`config.mk`:
```
export PLATFORM = sky130hd
export DESIGN_NAME = tcdi_div_cell
export DESIGN_NICKNAME = d
export VERILOG_FILES = /design/src/sv/tcdi_pkg.sv /design/src/sv/tcdi_div_cell.sv
export SDC_FILE = /design/constraint.sdc
export NUM_CORES = 1
export LEC_CHECK = 0
export BUFFER_PORTS_ARGS = -buffer_cell sky130_fd_sc_hd__buf_2
export CAP_MARGIN = 20
export CORE_AREA = 4 4 346 348
export CTS_CLUSTER_SIZE = 25
export DETAILED_ROUTE_END_ITERATION = 8
export DIE_AREA = 0 0 350 352
export PLACE_DENSITY_LB_ADDON = 0.05
export SYNTH_ARGS = -nofsm -noshare
export SYNTH_HDL_FRONTEND = slang
export SYNTH_SLANG_ARGS = --single-unit
export TNS_END_PERCENT = 20
```
`constraint.sdc`:
```
create_clock -name i_clk -period 11.1 [get_ports i_clk]
set_clock_uncertainty 0.2 [all_clocks]
set_input_delay 1.665 -clock i_clk [delete_from_list [all_inputs] [get_ports i_clk]]
set_output_delay 1.665 -clock i_clk [all_outputs]
set_load 0.01 [all_outputs]
```
`src/sv/tcdi_pkg.sv`:
```
// shared constants and types for the triangle coverage and depth interpolation block
// no dependencies
package tcdi_pkg;

    // fixed field widths of the stream payload
    localparam int PIX_W   = 12;
    localparam int CRD_W   = 16;
    localparam int Z_W     = 32;
    localparam int WGT_W   = 32;
    localparam int QBITS   = 32;
    localparam int IN_W    = 216;
    localparam int OUT_W   = 128;
    localparam int USER_W  = 2;

    // parameter defaults
    localparam int DEF_SCREEN_BITS      = 12;
    localparam int DEF_SUBPIXEL_BITS    = 4;
    localparam int DEF_WEIGHT_FRAC_BITS = 16;
    localparam int DEF_NUM_W            = 38;

    // tuser bit positions
    localparam int USER_INSIDE = 0;
    localparam int USER_DEGEN  = 1;

    // sideband that rides along with one pixel through the divider cells
    typedef struct packed {
        logic [2:0][Z_W-1:0] z;
        logic [2:0]          neg;
        logic [2:0]          ov;
        logic                degen;
        logic                covered;
    } t_side;

endpackage

```
`src/sv/tcdi_div_cell.sv`:
```
// one restoring division step for the three weight lanes, passing its pixel to the next cell
// depends on tcdi_pkg
module tcdi_div_cell
    import tcdi_pkg::*;
#(
    parameter int NUM_W = DEF_NUM_W
) (
    input  logic                  i_clk,
    input  logic                  i_rst_n,
    input  logic                  i_en,
    input  logic                  i_valid,
    input  logic [NUM_W-1:0]      i_den,
    input  logic [2:0][NUM_W-1:0] i_rem,
    input  logic [2:0][QBITS-1:0] i_low,
    input  logic [2:0][QBITS-1:0] i_quo,
    input  t_side                 i_side,
    output logic                  o_valid,
    output logic [NUM_W-1:0]      o_den,
    output logic [2:0][NUM_W-1:0] o_rem,
    output logic [2:0][QBITS-1:0] o_low,
    output logic [2:0][QBITS-1:0] o_quo,
    output t_side                 o_side
);
    logic [2:0][NUM_W:0]   s_rem2;
    logic [2:0][NUM_W-1:0] n_rem;
    logic [2:0]            s_bit;

    // shift in the next dividend bit, subtract when it fits
    always_comb begin
        for (int k = 0; k < 3; k++) begin
            s_rem2[k] = {i_rem[k], i_low[k][QBITS-1]};
            s_bit[k]  = (s_rem2[k] >= {1'b0, i_den});
            n_rem[k]  = s_bit[k] ? NUM_W'(s_rem2[k] - {1'b0, i_den})
                                 : s_rem2[k][NUM_W-1:0];
        end
    end

    always_ff @(posedge i_clk) begin
        if (!i_rst_n) begin
            o_valid <= 1'b0;
        end else if (i_en) begin
            o_valid <= i_valid;
        end
    end

    always_ff @(posedge i_clk) begin
        if (i_en) begin
            o_den  <= i_den;
            o_side <= i_side;
            for (int k = 0; k < 3; k++) begin
                o_rem[k] <= n_rem[k];
                o_low[k] <= i_low[k] << 1;
                o_quo[k] <= {i_quo[k][QBITS-2:0], s_bit[k]};
            end
        end
    end

endmodule

```
==> metrics.md, run 1 <==
| Metric | Value |
|---|---|
| Flip-flop and latch count after synthesis | roughly 450 |
| Final Max Slew Viols | 0 |
| Clk pin slew, worst setup/hold paths | approximately 0.060 ns |
| Pwr Density | 172 nW/um^2 |
| Commonest non-fill, non-tap cell in the layout | sky130_fd_sc_hd__buf_2 |
| Slew HR | between 20% and 30% |
| Worst hold path stage count | 2 |
| Number of buffers created by CTS | 61 |
| Seq/Total Area, Yosys | approximately 63% |
| Data required time of the critical path | 11.31 ns |
| Clock latency at the later pin of the worst-skew pair | 0.65 ns |
| Placeable core region | approximately 120000 um^2 |
| Critical hold path startpoint | o_valid$_SDFFE_PN0P_ |
| 1st-pass router iterations | 5 |
| Top library cells by usage in the layout, fill and taps aside | sky130_fd_sc_hd__buf_2 (893), sky130_fd_sc_hd__edfxtp_1 (445), sky130_fd_sc_hd__a21oi_1 (144), sky130_fd_sc_hd__ha_1 (114), sky130_fd_sc_hd__nor2_1 (94) |
| IO buf count | between 800 and 900 |
| Synth Instances | 1572 |
| Status | completed |
| Maximum fanout along the worst path | 32 |
| Total gr overflow | 0 |
| Number of max-cap violations | 0 |
| Largest stage delay on the critical path | 0.53 ns |
| Final count of hold timing violations | 0 |
| Total clock sinks | roughly 450 |
| Worst min-delay path class | reg -> reg |
| Yosys synthesis warning count | 0 |
| RR Endpoint | o_valid$_SDFFE_PN0P_ |
| Final cycle utilization of the critical path | a little over half |
| Total wire length | ~110 mm |
| Critical path arrival | between 6 and 7 ns |
| Register-to-register setup slack | 10.26 ns |
| Synth unique cells | between 70 and 80 |
| Number of vias per cell | roughly 4.2 |
| Leak Pwr | approximately 12 nW |
| Antenna-violating nets left | 0 |
| Kind of cell with the highest combined delay on the critical path | compound AO/OA/AOI/OAI gates |
| Cell count after placement | 3949 |
| Die area | about 120000 um^2 |
| Detailed placement HPWL | about 93 mm |
| Critical path endpoint category | register |
| Unrepaired setup endpoints after global routing | false |
| Class of the most critical setup path | in -> reg |
| WL met2 | between 50 and 60 mm |
| Final RePlAce weighted congestion | 0.827 |
| Final core area utilization | about a quarter |
| R2r startpoint | o_valid$_SDFFE_PN0P_ |
| Multi-input logic area | 7260 um^2 |
| Top Layer Used | met5 |
| Boundary Pins | between 900 and 1000 |
| Number of global-route vias before repair | 17587 |
| Library cell contributing the largest single delay on the critical path | sky130_fd_sc_hd__o21ai_1 |
| Peak Freq | roughly 170 MHz |
| Number of cells on the worst reg-to-reg path | 2 |
| Num rows | 125 |
| Number of gates resized after cts | 0 |
| Largest net degree at the start of global routing | ~160 |
| Filler Cells Inserted | approximately 12000 |
| Number of DRC violations after detailed-routing iteration 0 | approximately 1000 |
| Area growth from synthesis to layout | 39.0% |
| Die span in y | approximately 350 um |
| Worst Hold Endpoint | o_valid$_SDFFE_PN0P_ |
| Setup TNS | 0 ns |
| Detailed-routed wire length on met3 | between 9 and 10 mm |
| Met1 Wirelength | 42.8 mm |
| Post-synth top flop | sky130_fd_sc_hd__edfxtp_1 |
| Via total after detailed routing | between 15000 and 20000 |
| Worst hold-check slack | roughly 0.36 ns |
| Number of nets in the finished design | ~3000 |
| Area of the mapped netlist | 21100 um^2 |
| CTS root buf | sky130_fd_sc_hd__clkbuf_16 |
| Number of antenna violations at the first check in global routing | 61 |
| Post-Place Setup Slack | around 4.5 ns |
| Setup WS post-layout | about 5.3 ns |
| Average detailed-routed wire length per instance | 27.3 um |
| CTS H-Tree Depth | 2 |
| Post-Layout Cell Count | around 4100 |
| CTS tree | built |
| Storage element area | 13400 um^2 |
| Starting utilization of the core area | 18.2% |
| Floorplan die width | about 350 um |
| Synth Area per Inst | ~13 um^2 |
| Cell-by-cell trace of the critical path | buf_2 > inv_1 > ha_1 > nand2b_1 > a21oi_1 > o311ai_1 > nand3_1 > a31oi_1 > o21ai_1 > a21oi_1 > o21bai_4 > buf_4 > mux2_2 |
| Maximum clock insertion buffer count | 3 |
| Post-synth EDFFs | between 400 and 500 |
| Worst Max-Slew Pin Slew | 1.18 ns |
| Maximum vdd ir drop | 0.000112 V |
| Final setup violation count | 0 |
| GRT Util Overall | 17.3% |
| Buffers plus inverters on the worst setup path | 3 |
| FFs w/ async S/R, synth | 0% |
| Kind of launch point of the worst setup path | input port |
| Global-route wire length before repair | approximately 150 mm |
| Post-CTS Setup Inserts | 0 |
| DRC violation count after routing | 0 |
| Cell seen most often among critical-path stages | sky130_fd_sc_hd__a21oi_1 |
| Proportion of layout cells with a drive suffix above 1 | around 41% |
| Count of hold buffers inserted by post-cts repair | 0 |
| Final worst path period need | a little under 6 ns |
==> logic make-up (layout without fill, tap and decap cells) <==
group	Yosys count	count (layout)	synth area share [%]
buffers and inverters	126	1086	2.46
adder cells (fa/ha/maj)	117	117	7.03
XOR/XNOR	100	100	4.14
AND/OR/NAND/NOR	316	316	7.26
other	1	17	0.0177
flip-flops	446	446	63.3
multiplexers	80	80	4.25
AO/OA/AOI/OAI	386	386	11.5
==> per-stage QoR <==
stage	instance area (um^2)	power [mW]
6_report	29400	5.05
5_1_grt	29300	5.32
4_1_cts	29300	5.18
3_5_place_dp	27400	3.17
3_3_place_gp	27400	3.18
2_1_floorplan	21100	2.63
==> worst max path at each step <==
stage                         start              endpoint  slack [ns]  depth (start not counted)
after floorplan           i_low[63]   o_rem[70]$_DFFE_PP_        6.36                         13
after global placement     i_den[1]   o_rem[19]$_DFFE_PP_        4.53                         13
after detailed placement   i_den[1]   o_rem[82]$_DFFE_PP_        4.53                         13
after CTS                  i_den[1]  o_rem[106]$_DFFE_PP_        5.22                         13
after global routing       i_den[1]   o_rem[85]$_DFFE_PP_        5.06                         13
final                      i_den[1]   o_rem[82]$_DFFE_PP_        5.26                         13
==> final cells by class <==
class	instances	area share, %
Clock buffer	71	5.32
Timing Repair Buffer	904	15.6
Sequential cell	446	45.6
Clock inverter	38	1.27
Inverter	73	0.933
Antenna cell	14	0.119
Multi-Input combinational cell	1002	24.7
Tap cell	1524	6.49
==> worst reg2reg max path, delay by kind of cell, from the launching register on <==
kind,cells,cell delay [ns]
flip-flops,1,0.36
multiplexers,1,0.08
AND/OR/NAND/NOR,1,0.13
==> power by group <==
group,internal [mW],total [mW],switching (mW)
logic,0.386,1.00,0.616
clock network,1.13,1.94,0.817
registers,2.06,2.11,0.0494
total,3.57,5.05,1.48
==> sequential cells by signal, summed over array words and instances (netlist names) <==
name / cells
o_rem: 114
o_den: 38
o_low: 93
o_side: 104
o_quo: 96
o_valid: 1
==> Yosys cell counts, types with 3 or more instances <==
master	number	area share, %
sky130_fd_sc_hd__a21o_1	61	2.2
sky130_fd_sc_hd__nor4_1	5	0.15
sky130_fd_sc_hd__nor2_1	94	1.7
sky130_fd_sc_hd__buf_2	17	0.40
sky130_fd_sc_hd__xnor2_1	68	2.8
sky130_fd_sc_hd__o2111ai_1	4	0.17
sky130_fd_sc_hd__o21ai_0	57	1.3
sky130_fd_sc_hd__fa_1	3	0.28
sky130_fd_sc_hd__o21bai_1	13	0.46
sky130_fd_sc_hd__mux2_1	44	2.3
sky130_fd_sc_hd__o21ai_1	9	0.21
sky130_fd_sc_hd__ha_1	114	6.7
sky130_fd_sc_hd__mux2_2	34	1.8
sky130_fd_sc_hd__buf_4	7	0.25
sky130_fd_sc_hd__inv_1	72	1.3
sky130_fd_sc_hd__edfxtp_1	445	63
sky130_fd_sc_hd__nand4_1	22	0.65
sky130_fd_sc_hd__and3_1	12	0.36
sky130_fd_sc_hd__a221oi_1	4	0.17
sky130_fd_sc_hd__or3_1	7	0.21
sky130_fd_sc_hd__a31oi_1	19	0.56
sky130_fd_sc_hd__nor3_1	20	0.47
sky130_fd_sc_hd__a31o_2	4	0.17
sky130_fd_sc_hd__o31ai_1	8	0.28
sky130_fd_sc_hd__a21oi_1	144	3.4
sky130_fd_sc_hd__a21boi_0	3	0.11
sky130_fd_sc_hd__o211ai_1	7	0.25
sky130_fd_sc_hd__nor2b_1	15	0.44
sky130_fd_sc_hd__nand2_1	74	1.3
sky130_fd_sc_hd__nand3_1	30	0.71
sky130_fd_sc_hd__clkbuf_1	27	0.48
sky130_fd_sc_hd__and2_1	10	0.30
sky130_fd_sc_hd__xor2_1	32	1.3
sky130_fd_sc_hd__o21a_1	13	0.46
sky130_fd_sc_hd__and4_1	3	0.12
sky130_fd_sc_hd__nand2b_1	10	0.30
sky130_fd_sc_hd__a211oi_1	7	0.25
==> per-layer routing <==
layer	vias up	track usage, %
li1	7858	-
met1	8367	19.8
met2	660	31.6
met3	155	5.71
met4	30	3.00
met5	-	0
Note: power is estimated with default switching activity, not from simulation.
==> run 2, diff against run 1 <==
Settings changed: ABC_AREA from default to 1, CORE_AREA 4 4 346 348 to 4 4 350 352, DIE_AREA 0 0 350 352 to 0 0 354 356.
Clock period 11.1 ns to 5.4 ns, I/O delays scaled along.
==> metrics.md, run 2 <==
| Metric | Value |
|---|---|
| Peak Freq | approximately 280 MHz |
| Cell-by-cell trace of the critical path | buf_2 > inv_1 > ha_1 > nand2_1 > inv_1 > nand2_1 > nand2_1 > nand2_1 > nand2_1 > a21oi_2 > nand4_2 > buf_4 > nand3_2 > nand2_1 (was buf_2 > inv_1 > ha_1 > nand2b_1 > a21oi_1 > o311ai_1 > nand3_1 > a31oi_1 > o21ai_1 > a21oi_1 > o21bai_4 > buf_4 > mux2_2) |
| Leak Pwr | 15.8 nW (was 12.4 nW) |
| Count of hold buffers inserted by post-cts repair | 0 (unchanged) |
| Final count of hold timing violations | 0 (unchanged) |
| Worst Max-Slew Pin Slew | 0.922 ns (was 1.18 ns) |
| Maximum clock insertion buffer count | 3 (unchanged) |
| Number of global-route vias before repair | 21869 (was 17587) |
| Area of the mapped netlist | 24500 um^2 (was 21100 um^2) |
| Via total after detailed routing | 21762 (was 17070) |
| Top Layer Used | met5 (unchanged) |
| Cell types occupying the most area after synthesis | sky130_fd_sc_hd__edfxtp_1 (55%), sky130_fd_sc_hd__nand2_1 (14%), sky130_fd_sc_hd__inv_1 (6.3%), sky130_fd_sc_hd__ha_1 (5.8%), sky130_fd_sc_hd__nand3_1 (4.7%) (was sky130_fd_sc_hd__edfxtp_1 (63%), sky130_fd_sc_hd__ha_1 (6.7%), sky130_fd_sc_hd__a21oi_1 (3.4%), sky130_fd_sc_hd__xnor2_1 (2.8%), sky130_fd_sc_hd__mux2_1 (2.3%)) |
| Setup TNS | 0 ns (unchanged) |
| Placeable core region | 119000 um^2 (was 116000 um^2) |
| Flip-flop and latch count after synthesis | 446 (unchanged) |
| Post-Layout Cell Count | 5306 (was 4072) |
| Number of max-cap violations | 0 (unchanged) |
| CTS root buf | sky130_fd_sc_hd__clkbuf_16 (unchanged) |
| Cell count after placement | 5181 (was 3949) |
| Top-count cell post-synth | sky130_fd_sc_hd__nand2_1 (was sky130_fd_sc_hd__edfxtp_1) |
| Max reg flops | 114 (unchanged) |
| Maximum fanout along the worst path | 19 (was 32) |
| Worst min-delay path class | in -> reg (was reg -> reg) |
| Top reg by flops | o_rem (unchanged) |
| Antenna-violating nets left | 0 (unchanged) |
| Num rows | 127 (was 125) |
| Final core area utilization | 27.5% (was 25.3%) |
| Final worst path period need | 3.60 ns |
| Final setup violation count | 0 (unchanged) |
| Final cycle utilization of the critical path | about two thirds |
| WL met2 | 66.5 mm (was 56.3 mm) |
| Number of vias per cell | 4.10 (was 4.19) |
| Kind of launch point of the worst setup path | input port (unchanged) |
| Synth Instances | 2692 (was 1572) |
| Class of the most critical setup path | in -> reg (unchanged) |
| Synth unique cells | 39 (was 77) |
| CTS H-Tree Depth | 2 (unchanged) |
| Largest stage delay on the critical path | 0.64 ns (was 0.53 ns) |
| Global-route wire length before repair | 181 mm (was 150 mm) |
| Total clock sinks | 446 (unchanged) |
| Top cells by count, synth | sky130_fd_sc_hd__nand2_1 (913), sky130_fd_sc_hd__edfxtp_1 (445), sky130_fd_sc_hd__inv_1 (410), sky130_fd_sc_hd__nand3_1 (228), sky130_fd_sc_hd__nor2_1 (202) (was sky130_fd_sc_hd__edfxtp_1 (445), sky130_fd_sc_hd__a21oi_1 (144), sky130_fd_sc_hd__ha_1 (114), sky130_fd_sc_hd__nor2_1 (94), sky130_fd_sc_hd__nand2_1 (74)) |
| Area growth from synthesis to layout | 33.9% (was 39.0%) |
| Multi-input logic area | 9210 um^2 (was 7260 um^2) |
| Floorplan die width | 354 um (was 350 um) |
| Number of nets in the finished design | 4199 (was 3057) |
| Buffers plus inverters on the worst setup path | 4 (was 3) |
| Largest area contributor in the synthesized netlist | sky130_fd_sc_hd__edfxtp_1 (unchanged) |
| Die span in y | 356 um (was 352 um) |
| Critical path endpoint category | register (unchanged) |
| Post-CTS Setup Inserts | 0 (unchanged) |
| Cell seen most often among critical-path stages | sky130_fd_sc_hd__nand2_1 (was sky130_fd_sc_hd__a21oi_1) |
| Average detailed-routed wire length per instance | 25.4 um (was 27.3 um) |
| FFs w/ async S/R, synth | 0% (unchanged) |
| Number of gates resized after cts | 0 (unchanged) |
| Unrepaired setup endpoints after global routing | false (unchanged) |
| Slew HR | 38.5% (was 20.7%) |
| Data required time of the critical path | 5.61 ns (was 11.31 ns) |
| IO buf count | 894 (unchanged) |
| Top library cells by usage in the layout, fill and taps aside | sky130_fd_sc_hd__nand2_1 (913), sky130_fd_sc_hd__buf_2 (893), sky130_fd_sc_hd__edfxtp_1 (445), sky130_fd_sc_hd__inv_1 (410), sky130_fd_sc_hd__nand3_1 (228) (was sky130_fd_sc_hd__buf_2 (893), sky130_fd_sc_hd__edfxtp_1 (445), sky130_fd_sc_hd__a21oi_1 (144), sky130_fd_sc_hd__ha_1 (114), sky130_fd_sc_hd__nor2_1 (94)) |
| Total wire length | 135 mm (was 111 mm) |
| Largest net degree at the start of global routing | 98 (was 161) |
| Detailed-routed wire length on met3 | 8.63 mm (was 9.77 mm) |
| Top Registers | o_rem (114), o_side (104), o_quo (96) (unchanged) |
| Worst hold-check slack | 0.119 ns (was 0.358 ns) |
| Yosys synthesis warning count | 0 (unchanged) |
| Post-synth top area share | 54.6% (was 63.2%) |
| Detailed placement HPWL | 112 mm (was 93.1 mm) |
| Seq/Total Area, Yosys | 54.7% (was 63.3%) |
| Kind of cell with the highest combined delay on the critical path | buffers and inverters (was compound AO/OA/AOI/OAI gates) |
| Commonest non-fill, non-tap cell in the layout | sky130_fd_sc_hd__nand2_1 (was sky130_fd_sc_hd__buf_2) |
| Proportion of layout cells with a drive suffix above 1 | 29.8% (was 41.1%) |
| Total gr overflow | 0 (unchanged) |
| Clock latency at the later pin of the worst-skew pair | 0.66 ns (was 0.65 ns) |
| Filler Cells Inserted | 13300 (was 12464) |
| Met1 Wirelength | 57.4 mm (was 42.8 mm) |
| CTS tree | built (unchanged) |
| Maximum vdd ir drop | 0.000234 V (was 0.000112 V) |
| Critical path arrival | 3.81 ns (was 6.05 ns) |
| Number of antenna violations at the first check in global routing | 61 (unchanged) |
| Status | completed (unchanged) |
| Final RePlAce weighted congestion | 0.845 (was 0.827) |
| Die area | 126000 um^2 (was 123000 um^2) |
| DRC violation count after routing | 0 (unchanged) |
| Fin area | 32800 um^2 (was 29400 um^2) |
| Pwr Density | 322 nW/um^2 (was 172 nW/um^2) |
| 1st-pass router iterations | 5 (unchanged) |
| Total cell area at the placement stage | 30800 um^2 (was 27400 um^2) |
| Final Max Slew Viols | 0 (unchanged) |
| Starting utilization of the core area | 20.5% (was 18.2%) |
| Post-synth EDFFs | 445 (unchanged) |
| Number of buffers created by CTS | 59 (was 61) |
| GRT Util Overall | 20.6% (was 17.3%) |
| Clk pin slew, worst setup/hold paths | 0.06 ns (about the same) |
| Library cell contributing the largest single delay on the critical path | sky130_fd_sc_hd__inv_1 (was sky130_fd_sc_hd__o21ai_1) |
| Boundary Pins | 901 (unchanged) |
| Number of DRC violations after detailed-routing iteration 0 | 1276 (was 1013) |
| Post-synth top flop | sky130_fd_sc_hd__edfxtp_1 (unchanged) |
| Storage element area | 13400 um^2 (unchanged) |
| Synth Area per Inst | 9.09 um^2 (was 13.4 um^2) |
run 2: per-stage QoR:
stage | total power, mW | setup slack, ns
4_1_cts | 10.8 | 1.72
5_1_grt | 11.1 | 1.59
3_5_place_dp | 6.76 | 0.973
3_3_place_gp | 6.78 | 1.03
2_1_floorplan | 5.54 | 2.67
6_report | 10.5 | 1.80
run 2: worst paths after layout:
check                            start                    to  slack (ns)  cells after the start
setup / recovery             i_den[33]  o_rem[100]$_DFFE_PP_        1.80                     14
hold reg to reg   o_valid$_SDFFE_PN0P_  o_valid$_SDFFE_PN0P_        0.33                      2
setup reg to reg  o_valid$_SDFFE_PN0P_  o_valid$_SDFFE_PN0P_        4.55                      2
hold / removal               i_low[15]   o_low[16]$_DFFE_PP_        0.12                      1
run 2: where the power goes:
group | leakage, nW | switching (mW) | internal (mW) | total [mW]
registers | 4.36 | 0.100 | 4.22 | 4.32
clock network | 0.909 | 1.66 | 2.24 | 3.91
logic | 10.6 | 1.56 | 0.755 | 2.31
total | 15.8 | 3.32 | 7.22 | 10.5
run 2: cell families (layout without fill, tap and decap cells):
kind of cell             Yosys count  count (layout)  synth area share, %
AO/OA/AOI/OAI                    119             119                 2.84
flip-flops                       446             446                 54.7
other                              1              17               0.0153
AND/OR/NAND/NOR                 1497            1497                 26.5
XOR/XNOR                          60              60                 2.15
buffers and inverters            452            1438                 7.69
adder cells (fa/ha/maj)          117             117                 6.08
run 2: cell type report:
class / instances / share of cell area, %
tap: 1612 / 6.16
clock buffer: 70 / 4.63
timing repair buffer: 909 / 14.2
clock inverter: 41 / 1.16
antenna: 14 / 0.107
inverter: 418 / 4.79
multi-input combinational: 1796 / 28.1
sequential: 446 / 40.8
run 2: metal layers:
metal	vias to the layer above	GRT usage (%)
li1	10656	-
met1	10278	25.9
met2	671	36.3
met3	137	5.01
met4	20	3.65
met5	-	0
==> run 3, diff against run 2 <==
Clock period 5.4 ns to 3.4 ns, I/O delays scaled along.
==> metrics.md, run 3 (same netlist as run 2, synthesis figures left out) <==
| Metric | Value |
|---|---|
| Status | completed (unchanged) |
| Worst hold-check slack | 0.0372 ns (was 0.119 ns) |
| Pwr Density | 455 nW/um^2 (was 322 nW/um^2) |
| R2r startpoint | o_valid$_SDFFE_PN0P_ (unchanged) |
| Total cell area at the placement stage | 31700 um^2 (was 30800 um^2) |
| Via total after detailed routing | 23628 (was 21762) |
| Die area | 126000 um^2 (unchanged) |
| Maximum clock insertion buffer count | 3 (unchanged) |
| Antenna-violating nets left | 0 (unchanged) |
| Met1 Wirelength | 60.3 mm (was 57.4 mm) |
| Leak Pwr | 18.1 nW (was 15.8 nW) |
| Total gr overflow | 0 (unchanged) |
| Final cycle utilization of the critical path | between 90% and 100% |
| Placeable core region | 119000 um^2 (unchanged) |
| Largest stage delay on the critical path | 0.58 ns (was 0.64 ns) |
| Critical path endpoint category | register (unchanged) |
| IO buf count | 894 (unchanged) |
| Number of nets in the finished design | 4717 (was 4199) |
| Slew HR | 59.7% (was 38.5%) |
| RR Endpoint | o_valid$_SDFFE_PN0P_ (unchanged) |
| CTS H-Tree Depth | 2 (unchanged) |
| Library cell contributing the largest single delay on the critical path | sky130_fd_sc_hd__dlygate4sd3_1 (was sky130_fd_sc_hd__inv_1) |
| Setup TNS | 0 ns (unchanged) |
| Average detailed-routed wire length per instance | 23.7 um (was 25.4 um) |
| Largest net degree at the start of global routing | 52 (was 98) |
| Max reg flops | 114 (unchanged) |
| Post-Layout Cell Count | 5812 (was 5306) |
| Total wire length | 138 mm (was 135 mm) |
| Top Registers | o_rem (114), o_side (104), o_quo (96) (unchanged) |
| Top Layer Used | met5 (unchanged) |
| Worst hold path stage count | 3 (was 1) |
| Starting utilization of the core area | 20.5% (unchanged) |
| Depth of the critical timing path with buffers and inverters included | 16 (was 14) |
| Detailed-routed wire length on met3 | 7.89 mm (was 8.63 mm) |
| Detailed placement HPWL | 114 mm (was 112 mm) |
| Register-to-register setup slack | 2.01 ns (was 4.55 ns) |
| Final count of hold timing violations | 0 (unchanged) |
| CTS root buf | sky130_fd_sc_hd__clkbuf_16 (unchanged) |
| WL met2 | 66.1 mm (was 66.5 mm) |
| Number of global-route vias before repair | 24199 (was 21869) |
| Unrepaired setup endpoints after global routing | false (unchanged) |
| Final worst path period need | roughly 3.3 ns |
| Number of max-cap violations | 0 (unchanged) |
| Buffers plus inverters on the worst setup path | 6 (was 4) |
| Top library cells by usage in the layout, fill and taps aside | sky130_fd_sc_hd__nand2_1 (913), sky130_fd_sc_hd__buf_2 (893), sky130_fd_sc_hd__edfxtp_1 (445), sky130_fd_sc_hd__dlygate4sd3_1 (428), sky130_fd_sc_hd__inv_1 (406) (was sky130_fd_sc_hd__nand2_1 (913), sky130_fd_sc_hd__buf_2 (893), sky130_fd_sc_hd__edfxtp_1 (445), sky130_fd_sc_hd__inv_1 (410), sky130_fd_sc_hd__nand3_1 (228)) |
| Proportion of layout cells with a drive suffix above 1 | 28.4% (was 29.8%) |
| Number of DRC violations after detailed-routing iteration 0 | 1396 (was 1276) |
| Cell count after placement | 5267 (was 5181) |
| Storage element area | 13400 um^2 (unchanged) |
| CTS tree | built (unchanged) |
| Area growth from synthesis to layout | 55.3% (was 33.9%) |
| Critical hold path startpoint | i_rem[20] (was i_low[15]) |
| Top reg by flops | o_rem (unchanged) |
| Cell-by-cell trace of the critical path | dlygate4sd3_1 > buf_2 > inv_1 > ha_1 > buf_4 > nand2_1 > inv_1 > nand2_1 > nand2_1 > a21oi_2 > nand2_1 > nand2_1 > nand4_2 > buf_12 > nand3_1 > nand2_1 (was buf_2 > inv_1 > ha_1 > nand2_1 > inv_1 > nand2_1 > nand2_1 > nand2_1 > nand2_1 > a21oi_2 > nand4_2 > buf_4 > nand3_2 > nand2_1) |
| Floorplan die width | 354 um (unchanged) |
| Critical path arrival | 3.43 ns (was 3.81 ns) |
| Worst Hold Endpoint | o_rem[21]$_DFFE_PP_ (was o_low[16]$_DFFE_PP_) |
| Final RePlAce weighted congestion | 0.847 (was 0.845) |
| Total clock sinks | 446 (unchanged) |
| Worst min-delay path class | in -> reg (unchanged) |
| Number of vias per cell | 4.07 (was 4.10) |
| Clock latency at the later pin of the worst-skew pair | 0.65 ns (was 0.66 ns) |
| Maximum vdd ir drop | 0.000374 V (was 0.000234 V) |
| Class of the most critical setup path | in -> reg (unchanged) |
| Global-route wire length before repair | 188 mm (was 181 mm) |
| Filler Cells Inserted | 12860 (was 13300) |
| 1st-pass router iterations | 5 (unchanged) |
| Final Max Slew Viols | 0 (unchanged) |
| Maximum fanout along the worst path | 8 (was 19) |
| Num rows | 127 (unchanged) |
| Launching instance or port of the critical path | i_den[17] (was i_den[33]) |
| Data required time of the critical path | 3.56 ns (was 5.61 ns) |
| Worst Max-Slew Pin Slew | 0.604 ns (was 0.922 ns) |
| Cell seen most often among critical-path stages | sky130_fd_sc_hd__nand2_1 (unchanged) |
| GRT Util Overall | 21.0% (was 20.6%) |
| Final setup violation count | 0 (unchanged) |
| Boundary Pins | 901 (unchanged) |
| Kind of cell with the highest combined delay on the critical path | buffers and inverters (unchanged) |
| Multi-input logic area | 9210 um^2 (about the same) |
| Overall Power | 17.3 mW (was 10.5 mW) |
| Die span in y | 356 um (unchanged) |
| Fin area | 38000 um^2 (was 32800 um^2) |
| Kind of launch point of the worst setup path | input port (unchanged) |
| DRC violation count after routing | 0 (unchanged) |
| Number of buffers created by CTS | 59 (unchanged) |
| Commonest non-fill, non-tap cell in the layout | sky130_fd_sc_hd__nand2_1 (unchanged) |
| Clk pin slew, worst setup/hold paths | 0.06 ns (about the same) |
| Number of antenna violations at the first check in global routing | 25 (was 61) |
| Peak Freq | roughly 300 MHz |
| Number of cells on the worst reg-to-reg path | 3 (was 2) |
run 3: changes by cell type in the layout (fill, tap and decap cells not counted), sizes merged:
cell         delta
clkinv          -3
clkinvlp        +1
dlygate4sd3   +428
bufinv          -1
diode           -7
inv             -4
buf            +90
clkbuf          +2
run 3: cell type report:
cell class              instances  area share (%)
repair buffers               1427            26.1
clock buffers                  72            4.02
well taps                    1612            5.31
flip-flops and latches        446            35.2
inverters                     418            4.17
diodes                          7          0.0461
clock inverters                34           0.830
multi-input cells            1796            24.2
run 3: worst max path at each step:
| stage | endpoint | slack [ns] |
|---|---|---|
| 2_1_floorplan | o_rem[32]$_DFFE_PP_ | 0.97 |
| 3_3_place_gp | o_rem[36]$_DFFE_PP_ | -0.005 |
| 3_5_place_dp | o_rem[36]$_DFFE_PP_ | -0.06 |
| 4_1_cts | o_rem[36]$_DFFE_PP_ | 0.11 |
| 5_1_grt | o_rem[36]$_DFFE_PP_ | 0.02 |
| 6_report | o_rem[74]$_DFFE_PP_ | 0.13 |
run 3: what timing repair did:
action / CTS / global route
setup endpoints to repair: 0 / 33
resized for setup: 0 / 5
hold buffers: 428 / 0
endpoints found under the hold margin: 427 / 0
setup buffers: 0 / 4
run 3: per-layer routing:
layer | global-route usage [%] | vias to the layer above
li1 | - | 11689
met1 | 26.7 | 11132
met2 | 36.0 | 659
met3 | 4.89 | 128
met4 | 5.19 | 20
met5 | 0 | -
run 3: report_power, final:
group          switching [mW]  internal, mW  leakage, nW  total (mW)
clock                    2.64          3.48        0.892        6.12
combinational            2.64          1.65         12.9        4.30
sequential              0.175          6.71         4.36        6.88
total                    5.46          11.8         18.1        17.3
run 3: per-stage QoR:
step	utilization [%]	worst slack (ns)
6_report	31.8	0.126
4_1_cts	31.7	0.115
2_1_floorplan	-	0.965
3_3_place_gp	26.6	-0.00532
5_1_grt	31.8	0.0234
3_5_place_dp	26.6	-0.0588
run 3: tightest hold or removal path: cells and delay by family:
family | cells | cell delay, ns
buf+inv | 1 | 0.12
simple gates | 2 | 0.15
